$ cat src/hdl/mfd_pkg.sv
package mfd_pkg;

  typedef enum logic [3:0] {
    PH_HUNT,
    PH_S_C,
    PH_S_A,
    PH_S_CS,
    PH_S_STOP,
    PH_L_LEN1,
    PH_L_LEN2,
    PH_L_START2,
    PH_L_BODY,
    PH_L_CS,
    PH_L_STOP
  } phase_e;

  localparam logic [1:0] KIND_ACK   = 2'd0;
  localparam logic [1:0] KIND_SHORT = 2'd1;
  localparam logic [1:0] KIND_LONG  = 2'd2;

  localparam logic [2:0] CAUSE_NONE   = 3'd0;
  localparam logic [2:0] CAUSE_START  = 3'd1;
  localparam logic [2:0] CAUSE_HEADER = 3'd2;
  localparam logic [2:0] CAUSE_STOP   = 3'd3;
  localparam logic [2:0] CAUSE_SUM    = 3'd4;
  localparam logic [2:0] CAUSE_TRUNC  = 3'd5;

  localparam logic [1:0] CFG_ACK         = 2'd0;
  localparam logic [1:0] CFG_SHORT_START = 2'd1;
  localparam logic [1:0] CFG_LONG_START  = 2'd2;
  localparam logic [1:0] CFG_STOP        = 2'd3;

  localparam logic [7:0] ACK_RST         = 8'hE5;
  localparam logic [7:0] SHORT_START_RST = 8'h10;
  localparam logic [7:0] LONG_START_RST  = 8'h68;
  localparam logic [7:0] STOP_RST        = 8'h16;

  localparam logic [7:0] L_MIN        = 8'd3;
  localparam logic [8:0] FRAME_EXTRA  = 9'd6;
  localparam logic [8:0] OCTETS_ACK   = 9'd1;
  localparam logic [8:0] OCTETS_SHORT = 9'd5;

  typedef struct packed {
    logic [7:0] ack_code;
    logic [7:0] short_start_code;
    logic [7:0] long_start_code;
    logic [7:0] stop_code;
  } cfg_t;

  typedef struct packed {
    logic       data_valid;
    logic [7:0] data_byte;
    logic       frame_done;
    logic       frame_ok;
    logic [2:0] error_cause;
    logic [1:0] frame_kind;
    logic [7:0] control_field;
    logic [7:0] address_field;
    logic [7:0] ci_field;
    logic [7:0] user_data_length;
    logic [8:0] frame_octets;
  } result_t;

endpackage

$ cat src/hdl/mfd_parser.sv
module mfd_parser import mfd_pkg::*; (
  input  logic       clk_i,
  input  logic       rst_ni,
  input  logic       step_i,
  input  logic [7:0] rx_byte_i,
  input  logic       buffer_end_i,
  input  cfg_t       cfg_i,
  output logic       has_result_o,
  output result_t    result_o
);

  phase_e     phase_q, phase_d;
  logic [7:0] length_q, length_d;
  logic [7:0] body_count_q, body_count_d;
  logic [7:0] sum_q, sum_d;
  logic [7:0] ctl_q, ctl_d;
  logic [7:0] addr_q, addr_d;
  logic [7:0] ci_q, ci_d;
  logic       sum_ok_q, sum_ok_d;

  logic       good, err, data, bad_phase;
  logic [2:0] cause;
  logic [1:0] kind;
  logic [7:0] body_next;

  assign body_next = body_count_q + 8'd1;

  // phase sequencing and frame decisions
  always_comb begin
    phase_d   = phase_q;
    good      = 1'b0;
    err       = 1'b0;
    data      = 1'b0;
    bad_phase = 1'b0;
    cause     = CAUSE_NONE;
    kind      = (phase_q >= PH_L_LEN1) ? KIND_LONG : KIND_SHORT;
    unique case (phase_q) inside
      PH_HUNT: begin
        if (rx_byte_i == cfg_i.ack_code) begin
          good = 1'b1;
          kind = KIND_ACK;
        end else if (rx_byte_i == cfg_i.short_start_code) begin
          phase_d = PH_S_C;
          kind    = KIND_SHORT;
        end else if (rx_byte_i == cfg_i.long_start_code) begin
          phase_d = PH_L_LEN1;
          kind    = KIND_LONG;
        end else begin
          err   = 1'b1;
          cause = CAUSE_START;
          kind  = KIND_ACK;
        end
      end
      PH_S_C:  phase_d = PH_S_A;
      PH_S_A:  phase_d = PH_S_CS;
      PH_S_CS: phase_d = PH_S_STOP;
      PH_S_STOP, PH_L_STOP: begin
        if (rx_byte_i != cfg_i.stop_code) begin
          err   = 1'b1;
          cause = CAUSE_STOP;
        end else if (!sum_ok_q) begin
          err   = 1'b1;
          cause = CAUSE_SUM;
        end else begin
          good = 1'b1;
        end
      end
      PH_L_LEN1: begin
        if (rx_byte_i < L_MIN) begin
          err   = 1'b1;
          cause = CAUSE_HEADER;
        end else begin
          phase_d = PH_L_LEN2;
        end
      end
      PH_L_LEN2: begin
        if (rx_byte_i != length_q) begin
          err   = 1'b1;
          cause = CAUSE_HEADER;
        end else begin
          phase_d = PH_L_START2;
        end
      end
      PH_L_START2: begin
        if (rx_byte_i != cfg_i.long_start_code) begin
          err   = 1'b1;
          cause = CAUSE_HEADER;
        end else begin
          phase_d = PH_L_BODY;
        end
      end
      PH_L_BODY: begin
        data = (body_count_q > 8'd2);
        if (body_next == length_q) begin
          phase_d = PH_L_CS;
        end
      end
      PH_L_CS: phase_d = PH_L_STOP;
      default: bad_phase = 1'b1;
    endcase

    // truncation, unless the octet closed the frame or revealed an error
    if (buffer_end_i && !good && !err && !bad_phase) begin
      err   = 1'b1;
      cause = CAUSE_TRUNC;
    end
    if (err) begin
      data = 1'b0;
    end
    if (good || err || bad_phase) begin
      phase_d = PH_HUNT;
    end
  end

  // frame fields and result word
  always_comb begin
    length_d     = length_q;
    body_count_d = body_count_q;
    sum_d        = sum_q;
    ctl_d        = ctl_q;
    addr_d       = addr_q;
    ci_d         = ci_q;
    sum_ok_d     = sum_ok_q;
    result_o     = '0;
    has_result_o = good || err || data;

    case (phase_q) inside
      PH_S_C: begin
        ctl_d = rx_byte_i;
        sum_d = rx_byte_i;
      end
      PH_S_A: begin
        addr_d = rx_byte_i;
        sum_d  = sum_q + rx_byte_i;
      end
      PH_S_CS, PH_L_CS: sum_ok_d = (rx_byte_i == sum_q);
      PH_L_LEN1: length_d = rx_byte_i;
      PH_L_START2: begin
        body_count_d = '0;
        sum_d        = '0;
      end
      PH_L_BODY: begin
        case (body_count_q)
          8'd0:    ctl_d  = rx_byte_i;
          8'd1:    addr_d = rx_byte_i;
          8'd2:    ci_d   = rx_byte_i;
          default: ;
        endcase
        sum_d        = sum_q + rx_byte_i;
        body_count_d = body_next;
      end
      default: ;
    endcase

    if (good) begin
      result_o.frame_done = 1'b1;
      result_o.frame_ok   = 1'b1;
      result_o.frame_kind = kind;
      if (kind == KIND_ACK) begin
        result_o.frame_octets = OCTETS_ACK;
      end else begin
        result_o.control_field = ctl_q;
        result_o.address_field = addr_q;
        if (kind == KIND_LONG) begin
          result_o.ci_field         = ci_q;
          result_o.user_data_length = length_q - L_MIN;
          result_o.frame_octets     = {1'b0, length_q} + FRAME_EXTRA;
        end else begin
          result_o.frame_octets = OCTETS_SHORT;
        end
      end
    end else if (err) begin
      result_o.frame_done  = 1'b1;
      result_o.error_cause = cause;
      result_o.frame_kind  = kind;
    end else if (data) begin
      result_o.data_valid = 1'b1;
      result_o.data_byte  = rx_byte_i;
    end

    if (good || err || bad_phase) begin
      length_d     = '0;
      body_count_d = '0;
      sum_d        = '0;
      ctl_d        = '0;
      addr_d       = '0;
      ci_d         = '0;
      sum_ok_d     = 1'b0;
    end
  end

  always_ff @(posedge clk_i or negedge rst_ni) begin
    if (!rst_ni) begin
      phase_q      <= PH_HUNT;
      length_q     <= '0;
      body_count_q <= '0;
      sum_q        <= '0;
      ctl_q        <= '0;
      addr_q       <= '0;
      ci_q         <= '0;
      sum_ok_q     <= 1'b0;
    end else if (step_i) begin
      phase_q      <= phase_d;
      length_q     <= length_d;
      body_count_q <= body_count_d;
      sum_q        <= sum_d;
      ctl_q        <= ctl_d;
      addr_q       <= addr_d;
      ci_q         <= ci_d;
      sum_ok_q     <= sum_ok_d;
    end
  end

endmodule

$ cat src/hdl/mbus_frame_deframer.sv
// Channel  Direction  Handshake               Payload
// in       input      in_valid_i/in_ready_o   rx_byte_i, buffer_end_i
// out      output     out_valid_o/out_ready_i data/frame fields
// cfg      input      cfg_we_i                cfg_idx_i, cfg_data_i
//
// One word per cycle while in_ready_o is high; each word is parsed in the cycle it is accepted and
// its result (if any) lands in the output register on that edge.
// in_ready_o drops only while a result waits and out_ready_i is low.
// Reset puts the parser in the hunt for a start octet and restores the
// default link codes.
module mbus_frame_deframer import mfd_pkg::*; (
  input  logic       clk_i,
  input  logic       rst_ni,
  input  logic       in_valid_i,
  output logic       in_ready_o,
  input  logic [7:0] rx_byte_i,
  input  logic       buffer_end_i,
  output logic       out_valid_o,
  input  logic       out_ready_i,
  output logic       data_valid_o,
  output logic [7:0] data_byte_o,
  output logic       frame_done_o,
  output logic       frame_ok_o,
  output logic [2:0] error_cause_o,
  output logic [1:0] frame_kind_o,
  output logic [7:0] control_field_o,
  output logic [7:0] address_field_o,
  output logic [7:0] ci_field_o,
  output logic [7:0] user_data_length_o,
  output logic [8:0] frame_octets_o,
  input  logic       cfg_we_i,
  input  logic [1:0] cfg_idx_i,
  input  logic [7:0] cfg_data_i
);

  cfg_t    cfg_q;
  logic    out_valid_q;
  result_t result_q;
  result_t step_result;
  logic    step_has;
  logic    step;

  assign in_ready_o = !out_valid_q || out_ready_i;
  assign step       = in_valid_i && in_ready_o;

  always_ff @(posedge clk_i or negedge rst_ni) begin
    if (!rst_ni) begin
      cfg_q.ack_code         <= ACK_RST;
      cfg_q.short_start_code <= SHORT_START_RST;
      cfg_q.long_start_code  <= LONG_START_RST;
      cfg_q.stop_code        <= STOP_RST;
    end else if (cfg_we_i) begin
      unique case (cfg_idx_i)
        CFG_ACK:         cfg_q.ack_code         <= cfg_data_i;
        CFG_SHORT_START: cfg_q.short_start_code <= cfg_data_i;
        CFG_LONG_START:  cfg_q.long_start_code  <= cfg_data_i;
        CFG_STOP:        cfg_q.stop_code        <= cfg_data_i;
        default: ;
      endcase
    end
  end

  mfd_parser u_parser (
    .clk_i        (clk_i),
    .rst_ni       (rst_ni),
    .step_i       (step),
    .rx_byte_i    (rx_byte_i),
    .buffer_end_i (buffer_end_i),
    .cfg_i        (cfg_q),
    .has_result_o (step_has),
    .result_o     (step_result)
  );

  always_ff @(posedge clk_i or negedge rst_ni) begin
    if (!rst_ni) begin
      out_valid_q <= 1'b0;
    end else if (step) begin
      out_valid_q <= step_has;
    end else if (out_ready_i) begin
      out_valid_q <= 1'b0;
    end
  end

  always_ff @(posedge clk_i) begin
    if (step) begin
      result_q <= step_result;
    end
  end

  assign out_valid_o        = out_valid_q;
  assign data_valid_o       = result_q.data_valid;
  assign data_byte_o        = result_q.data_byte;
  assign frame_done_o       = result_q.frame_done;
  assign frame_ok_o         = result_q.frame_ok;
  assign error_cause_o      = result_q.error_cause;
  assign frame_kind_o       = result_q.frame_kind;
  assign control_field_o    = result_q.control_field;
  assign address_field_o    = result_q.address_field;
  assign ci_field_o         = result_q.ci_field;
  assign user_data_length_o = result_q.user_data_length;
  assign frame_octets_o     = result_q.frame_octets;

  a_one_kind: assert property (@(posedge clk_i) disable iff (!rst_ni)
    out_valid_o |-> (data_valid_o != frame_done_o))
    else $error("result word must be either data or frame-done");

  a_ok_no_cause: assert property (@(posedge clk_i) disable iff (!rst_ni)
    (out_valid_o && frame_ok_o) |-> (error_cause_o == CAUSE_NONE && frame_done_o))
    else $error("good frame reported with an error cause");

  a_bad_no_fields: assert property (@(posedge clk_i) disable iff (!rst_ni)
    (out_valid_o && frame_done_o && !frame_ok_o) |->
      (frame_octets_o == '0 && control_field_o == '0))
    else $error("failed frame carries frame fields");

  a_stall_blocks: assert property (@(posedge clk_i) disable iff (!rst_ni)
    (out_valid_o && !out_ready_i) |-> !in_ready_o)
    else $error("input taken while result register is held");

endmodule

$ cat config.mk
export PLATFORM = sky130hd
export DESIGN_NAME = mbus_frame_deframer
export DESIGN_NICKNAME = d
export VERILOG_FILES = /design/src/hdl/mfd_pkg.sv /design/src/hdl/mfd_parser.sv /design/src/hdl/mbus_frame_deframer.sv
export SDC_FILE = /design/constraint.sdc
export NUM_CORES = 1
export LEC_CHECK = 0
export CAP_MARGIN = 20
export CORE_ASPECT_RATIO = 0.8
export CORE_MARGIN = 3
export CORE_UTILIZATION = 40
export DETAILED_ROUTE_END_ITERATION = 16
export DONT_BUFFER_PORTS = 1
export GPL_TIMING_DRIVEN = 1
export HOLD_SLACK_MARGIN = 0.05
export PLACE_DENSITY_LB_ADDON = 0.08
export SYNTH_ARGS = -nofsm -noshare
export SYNTH_HDL_FRONTEND = slang
export SYNTH_HIERARCHICAL = 1
export SYNTH_SLANG_ARGS = --single-unit
$ cat constraint.sdc
create_clock -name clk_i -period 2.9 [get_ports clk_i]
set_clock_uncertainty 0.1 [all_clocks]
set_input_delay 0.435 -clock clk_i [delete_from_list [all_inputs] [get_ports clk_i]]
set_output_delay 0.435 -clock clk_i [all_outputs]
set_load 0.01 [all_outputs]
Word level (Yosys, flattened, before mapping)
Index checks and enable logic that the tools add are counted.
{ "word_totals": {"register_bits": 143, "output_inout_bits": 59, "input_bits": 24, "elab_cells": 227} }
{ "classes": {"order_cmp": 3, "eq_ne": 44, "n_bitwise": 4, "mux": 97, "n_reduce_logical": 48, "addsub": 4} }
{ "ops": {"columns": ["cell", "n"], "rows": [
  ["$mux 8", 43],
  ["$eq 8x8->1", 5],
  ["$pmux 4 s9", 1],
  ["$mux 4", 8],
  ["$mux 1", 27],
  ["$ne 8x8->1", 3],
  ["$mux 2", 10],
  ["$eq 4x3->1 const B", 4],
  ["$reduce_and 8->1", 2],
  ["$ne 3x2->1 const B", 5],
  ["$ne 3x3->1 const B", 5],
  ["$pmux 3 s5", 1],
  ["$reduce_bool 3->1", 5],
  ["$reduce_and 7->1", 2],
  ["$eq 4x4->1 const B", 3],
  ["$mux 3", 4],
  ["$reduce_or 11->1", 1],
  ["$reduce_bool 10->1", 1],
  ["$reduce_bool 2->1", 5],
  ["$reduce_or 2->1", 5],
  ["$add 8x3->9 const B", 1],
  ["$mux 9", 1],
  ["$reduce_or 3->1", 3],
  ["$add 8x1->8 const B", 1],
  ["other kinds (31)", 54]
]} }

Logic depth before layout (Yosys ltp)
{ "depth": {"depth_word": 13, "ltp_mapped": 11, "ltp_nobuf": 9} }

Modules after synthesis
Netlist, hierarchy kept.
{ "by_module_without_submodules": {"columns": ["mod", "cells_per_inst", "area_per_inst_um2", "instances", "seq_area_each_um2"], "rows": [
  ["mfd_parser", 508, 4430.5, 1, 1326.3],
  ["mbus_frame_deframer", 130, 2984.1, 1, 2552.4]
]} }

Worst setup path before layout
OpenSTA, ideal clock, no wires.
{ "synth_path": {"path_kind": "input -> register", "start": "input out_ready_i", "end": "register u_parser.body_count_q[0]", "path_slack_ps": -506, "arrival_time_ps": 3240, "cell_stages": 5, "required_ps": 2734, "path_cell_list": "nand2b_1 > and2_1 > inv_1 > nor4_4 > mux2_2"} }
{ "synth_between": {"elab_chain_len": 3} }
{ "synth_lines": {"columns": ["item", "line", "source"], "rows": [
  ["start: declaration", "mbus_frame_deframer.sv:19", "input logic out_ready_i,"],
  ["$logic_or 1x1->1", "mbus_frame_deframer.sv:43", "assign in_ready_o = !out_valid_q || out_ready_i;"],
  ["$logic_and 1x1->1", "mbus_frame_deframer.sv:44", "assign step = in_valid_i && in_ready_o;"],
  ["net step", "mbus_frame_deframer.sv:41", "logic step;"],
  ["$reduce_and 6->1 (no source line)", null, null],
  ["end signal: assignment", "mfd_parser.sv:205", "body_count_q <= body_count_d;"],
  ["end: declaration", "mfd_parser.sv:14", "logic [7:0] body_count_q, body_count_d;"]
]} }
The timed path passes the listed nets, and every way through them passes these cells.
A chain may end at the register's enable or synchronous reset.

Worst setup path in the final report
{ "layout_path": {"start": "register u_parser.phase_q[3]", "end": "register u_parser.body_count_q[3]"} }
{ "layout_between": {"elab_chain_len": 12, "word_cells_on_any_way": 37, "classes_between": "eq/ne (14); mux (10); reduce/logical (13)"} }
{ "layout_lines": {"columns": ["item", "line", "source"], "rows": [
  ["start: declaration", "mfd_parser.sv:12", "phase_e phase_q, phase_d;"],
  ["start signal: assignment", "mfd_parser.sv:203", "phase_q <= phase_d;"],
  ["$eq 4x4->1 (no source line) or $eq 4x3->1 (tied branches)", null, null],
  ["$reduce_or 2->1", "mfd_parser.sv:37", "unique case (phase_q) inside"],
  ["$pmux 1 s2", "mfd_parser.sv:37", null],
  ["$logic_not 1->1", "mfd_parser.sv:103", "if (buffer_end_i && !good && !err && !bad_phase) begin"],
  ["$logic_and 1x1->1 (3 in a row)", "mfd_parser.sv:103", null],
  ["$mux 1", "mfd_parser.sv:103", null],
  ["$logic_or 1x1->1 (2 in a row)", "mfd_parser.sv:181", "if (good || err || bad_phase) begin"],
  ["$ne 2x2->1 (no source line) (tied with other cells)", null, null],
  ["$reduce_and 6->1 (no source line)", null, null]
]} }
Several ways; a longest one is shown, not always the timed one. The select of a mux whose other input is x is not followed.

==> metrics.yaml <==
outcome: "finished clean"
hp-class: "in2reg"
numCtsBuffers: 17
p_switching_mw: 2.160
synth_nets: 677
place_ws_ps: 234.6
crit_arrival_ps: 2970
port_buffers: 0
final_nets: 704
place.gp.congestion: 0.8814
design.core.area_um2: 17750
power.density_nw_per_um2: 772.9
ys_seq_area_share_pct: 52.31
synthFlopType: "dfrtp_1"
clkTransAtPathRegs_ps: 70
cts_root_buffer: "clkbuf_16"
start_kind: "flop"
grt_max_degree: 87
fp.dieH_um: 127.8
ff2ff_setup_slack_ps: 140
crit_fanout: 13
num_rows: 43
dp_cells: 859
drt_wl_total_mm: 18.83
drt_iter0_drc: 382
synth.ff_latch_count: 143
hpwl_mm: 13.02
drc: 0
final_util_pct: 48.15
via_per_inst: 5.622
grt_use_total_pct: 19.28
timing.slew.headroom_pct: 51.06
antenna_found_initial: 0
swShare_pct: 32.69
num_vias: 5077
drive_gt1_share_pct: 20.21
rsz0062_at_grt: "false"
pin_count: 83
wl_per_cell_um: 20.85
cts_tree: "done"
grt_overflow_total: 0
cts_setup_buffers: 0
grt_pass1_vias: 4945
worst_slew_pin_slew_ps: 726.5
fmax_ghz: 0.3628
antennaDiodeCount: 0
fin_ws_ps: 143.8
cts_resized: 0
maxCapViolCount: 0
pwr-share-seq_pct: 40.0
syn_area_um2: 7415
avgSynthCellArea_um2: 11.62
ant_nets: 0
areaGrowthSynthToFinish_pct: 15.29
required_ps: 3110
hold_violations: 0
clkLatencyLatePin_ps: 430
syn-instance-count: 638
period_needed_ps: 2756
ys_types: 74
final_max_slew_viol_count: 0
intPower_mw: 4.447
min_from: "cfg_data_i[7]"
crit_path_end_kind: "flop"
startpoint: "u_parser/phase_q[3]"
cts_buffer_depth: 2
setup_tns_ps: 0
p_comb_share_pct: 25.3
vdd_drop_max_v: 0.0003903
start_util_pct: 41.76
die_area_um2: 20220
drtPass1Iterations: 5
synth_edf_count: 57
ys_warn_count: 6
fin_cells: 903
grt_pass1_wl_mm: 29.66
p_clk_share_pct: 34.7
total_power_mw: 6.607
cts.sinks: 143
die_w_um: 158.2
rr_startpoint: "u_parser/phase_q[3]"
async_flop_share_pct: 60.14
crit_type: "reg2reg"
htreeDepth: 4
setup_viol: 0
p_leak_nw: 3.467
fin_crit_sh_pct: 95.04
==> cell usage after synthesis (3+ instances only) <==
cell,n,area (um2)
and3_1,6,37.54
nor4_1,9,56.30
dfstp_2,12,315.3
a21o_1,4,30.03
buf_2,5,25.02
a32o_1,9,90.09
o21a_1,4,30.03
or2_1,3,18.77
nand3_1,7,35.03
or3_1,3,18.77
buf_6,4,45.04
inv_1,13,48.80
nand3b_1,3,22.52
nand2b_1,3,18.77
edfxtp_1,57,1712
o21ai_4,3,48.80
a211oi_1,6,45.04
a21oi_1,11,55.05
o31ai_1,7,52.55
a22o_1,15,131.4
xnor2_1,29,254.0
buf_4,4,30.03
a31oi_1,3,18.77
xor2_1,39,341.6
buf_1,3,11.26
clkbuf_1,24,90.09
mux2_2,34,382.9
o2bb2ai_1,24,210.2
dfrtp_1,74,1852
ha_1,14,175.2
nor2_2,3,18.77
nor2_1,47,176.4
nand4_1,5,31.28
and2_1,35,219.0
nand2_1,43,161.4
o21ai_0,14,70.07
nor3_1,11,55.05
==> cell type report <==
class | instances | area [um2]
well taps | 225 | 281.5
fillers | 1628 | 9206
clock buffers | 17 | 425.4
flip-flops and latches | 143 | 3879
clock inverters | 15 | 192.7
repair buffers | 48 | 432.9
inverters | 14 | 52.55
multi-input cells | 441 | 3284
==> path summary, 6_finish.rpt <==
path                       cells after the start                  endpoint
max reg2reg                                   10  u_parser/body_count_q[3]
max                                           10  u_parser/body_count_q[3]
min in group asynchronous                      2                  cfg_q[9]
max in group asynchronous                      2        u_parser/addr_q[5]
min                                            1                  cfg_q[7]
min reg2reg                                    1        u_parser/addr_q[3]
==> registers in the layout, summed over array words and instances (netlist names) <==
register / count
u_parser/addr_q: 8
ci_field_o: 8
u_parser/ci_q: 8
cfg_q: 32
frame_ok_o: 1
frame_done_o: 1
error_cause_o: 3
frame_octets_o: 9
user_data_length_o: 8
frame_kind_o: 2
u_parser/sum_q: 8
out_valid_o: 1
control_field_o: 8
u_parser/length_q: 8
data_valid_o: 1
u_parser/body_count_q: 8
address_field_o: 8
u_parser/sum_ok_q: 1
u_parser/ctl_q: 8
data_byte_o: 8
u_parser/phase_q: 4
==> per-stage QoR <==
step | hold slack [ps] | cell area, um2
floorplan | 39.41 | 7416
global placement | 43.42 | 7792
detailed placement | 43.52 | 7792
CTS | 51.05 | 8548
global route | 54.58 | 8548
finish | 70.42 | 8548
==> power by group through the flow <==
| stage | clock network (mW) | registers, mW | logic (mW) |
|---|---|---|---|
| after floorplan | 0 | 2.62 | 1.23 |
| after global placement | 0 | 2.68 | 1.57 |
| after detailed placement | 0 | 2.68 | 1.59 |
| after CTS | 2.35 | 2.65 | 1.65 |
| after global routing | 2.43 | 2.68 | 1.83 |
| final | 2.29 | 2.64 | 1.67 |
==> layer usage <==
| metal | wire (um) | part of all wire, % | track usage [%] |
|---|---|---|---|
| met5 | 0 | 0 | 0 |
| met3 | 934 | 5.0 | 4.556 |
| met1 | 10100 | 54 | 31.25 |
| met2 | 7547 | 40 | 24.86 |
| met4 | 252 | 1.3 | 5.969 |
==> layout by cell type (no fill, tap or decap), types with 3 or more instances in the layout <==
master,n
inv_1,13
ha_1,14
nand3_1,7
dfstp_2,12
o31ai_1,7
a31oi_1,3
buf_4,34
o21a_1,4
edfxtp_1,57
nand2_1,43
clkbuf_16,17
inv_8,5
nor3_1,11
o21ai_4,3
inv_6,4
nor2_2,3
dlygate4sd3_1,11
o21ai_0,14
nand4_1,5
nor2_1,47
mux2_2,34
xnor2_1,29
a21o_1,4
dfrtp_1,74
or3_1,3
a21oi_1,11
and2_1,34
and3_1,6
a22o_1,15
a32o_1,9
nor4_1,9
a211oi_1,6
xor2_1,39
nand3b_1,3
or2_1,3
nand2b_1,3
o2bb2ai_1,24
==> logic make-up (layout without fill, tap and decap cells) <==
logic type | count (synthesis) | after routing | synth area share, %
flops | 143 | 143 | 52.31
buf+inv | 54 | 94 | 3.426
xor+xnor | 68 | 68 | 8.032
fa+ha+maj | 15 | 15 | 2.633
simple gates | 196 | 196 | 14.36
compound gates | 127 | 127 | 13.94
mux | 35 | 35 | 5.299
==> worst max-delay path, stage by stage (launching register included) <==
cell     delay [ps]
dfrtp_1         510
buf_4           220
nor2_1          380
nand2_1         100
a21oi_1         190
and3_4          240
or3_1           200
buf_12          170
nor4_4           40
buf_4           160
a221o_1         310
==> what timing repair did <==
action / in CTS / in global routing
endpoints found under the setup margin: 0 / 0
hold buffers: 12 / 0
hold endpoints to repair: 114 / 0
Note: power is estimated with default switching activity, not from simulation.
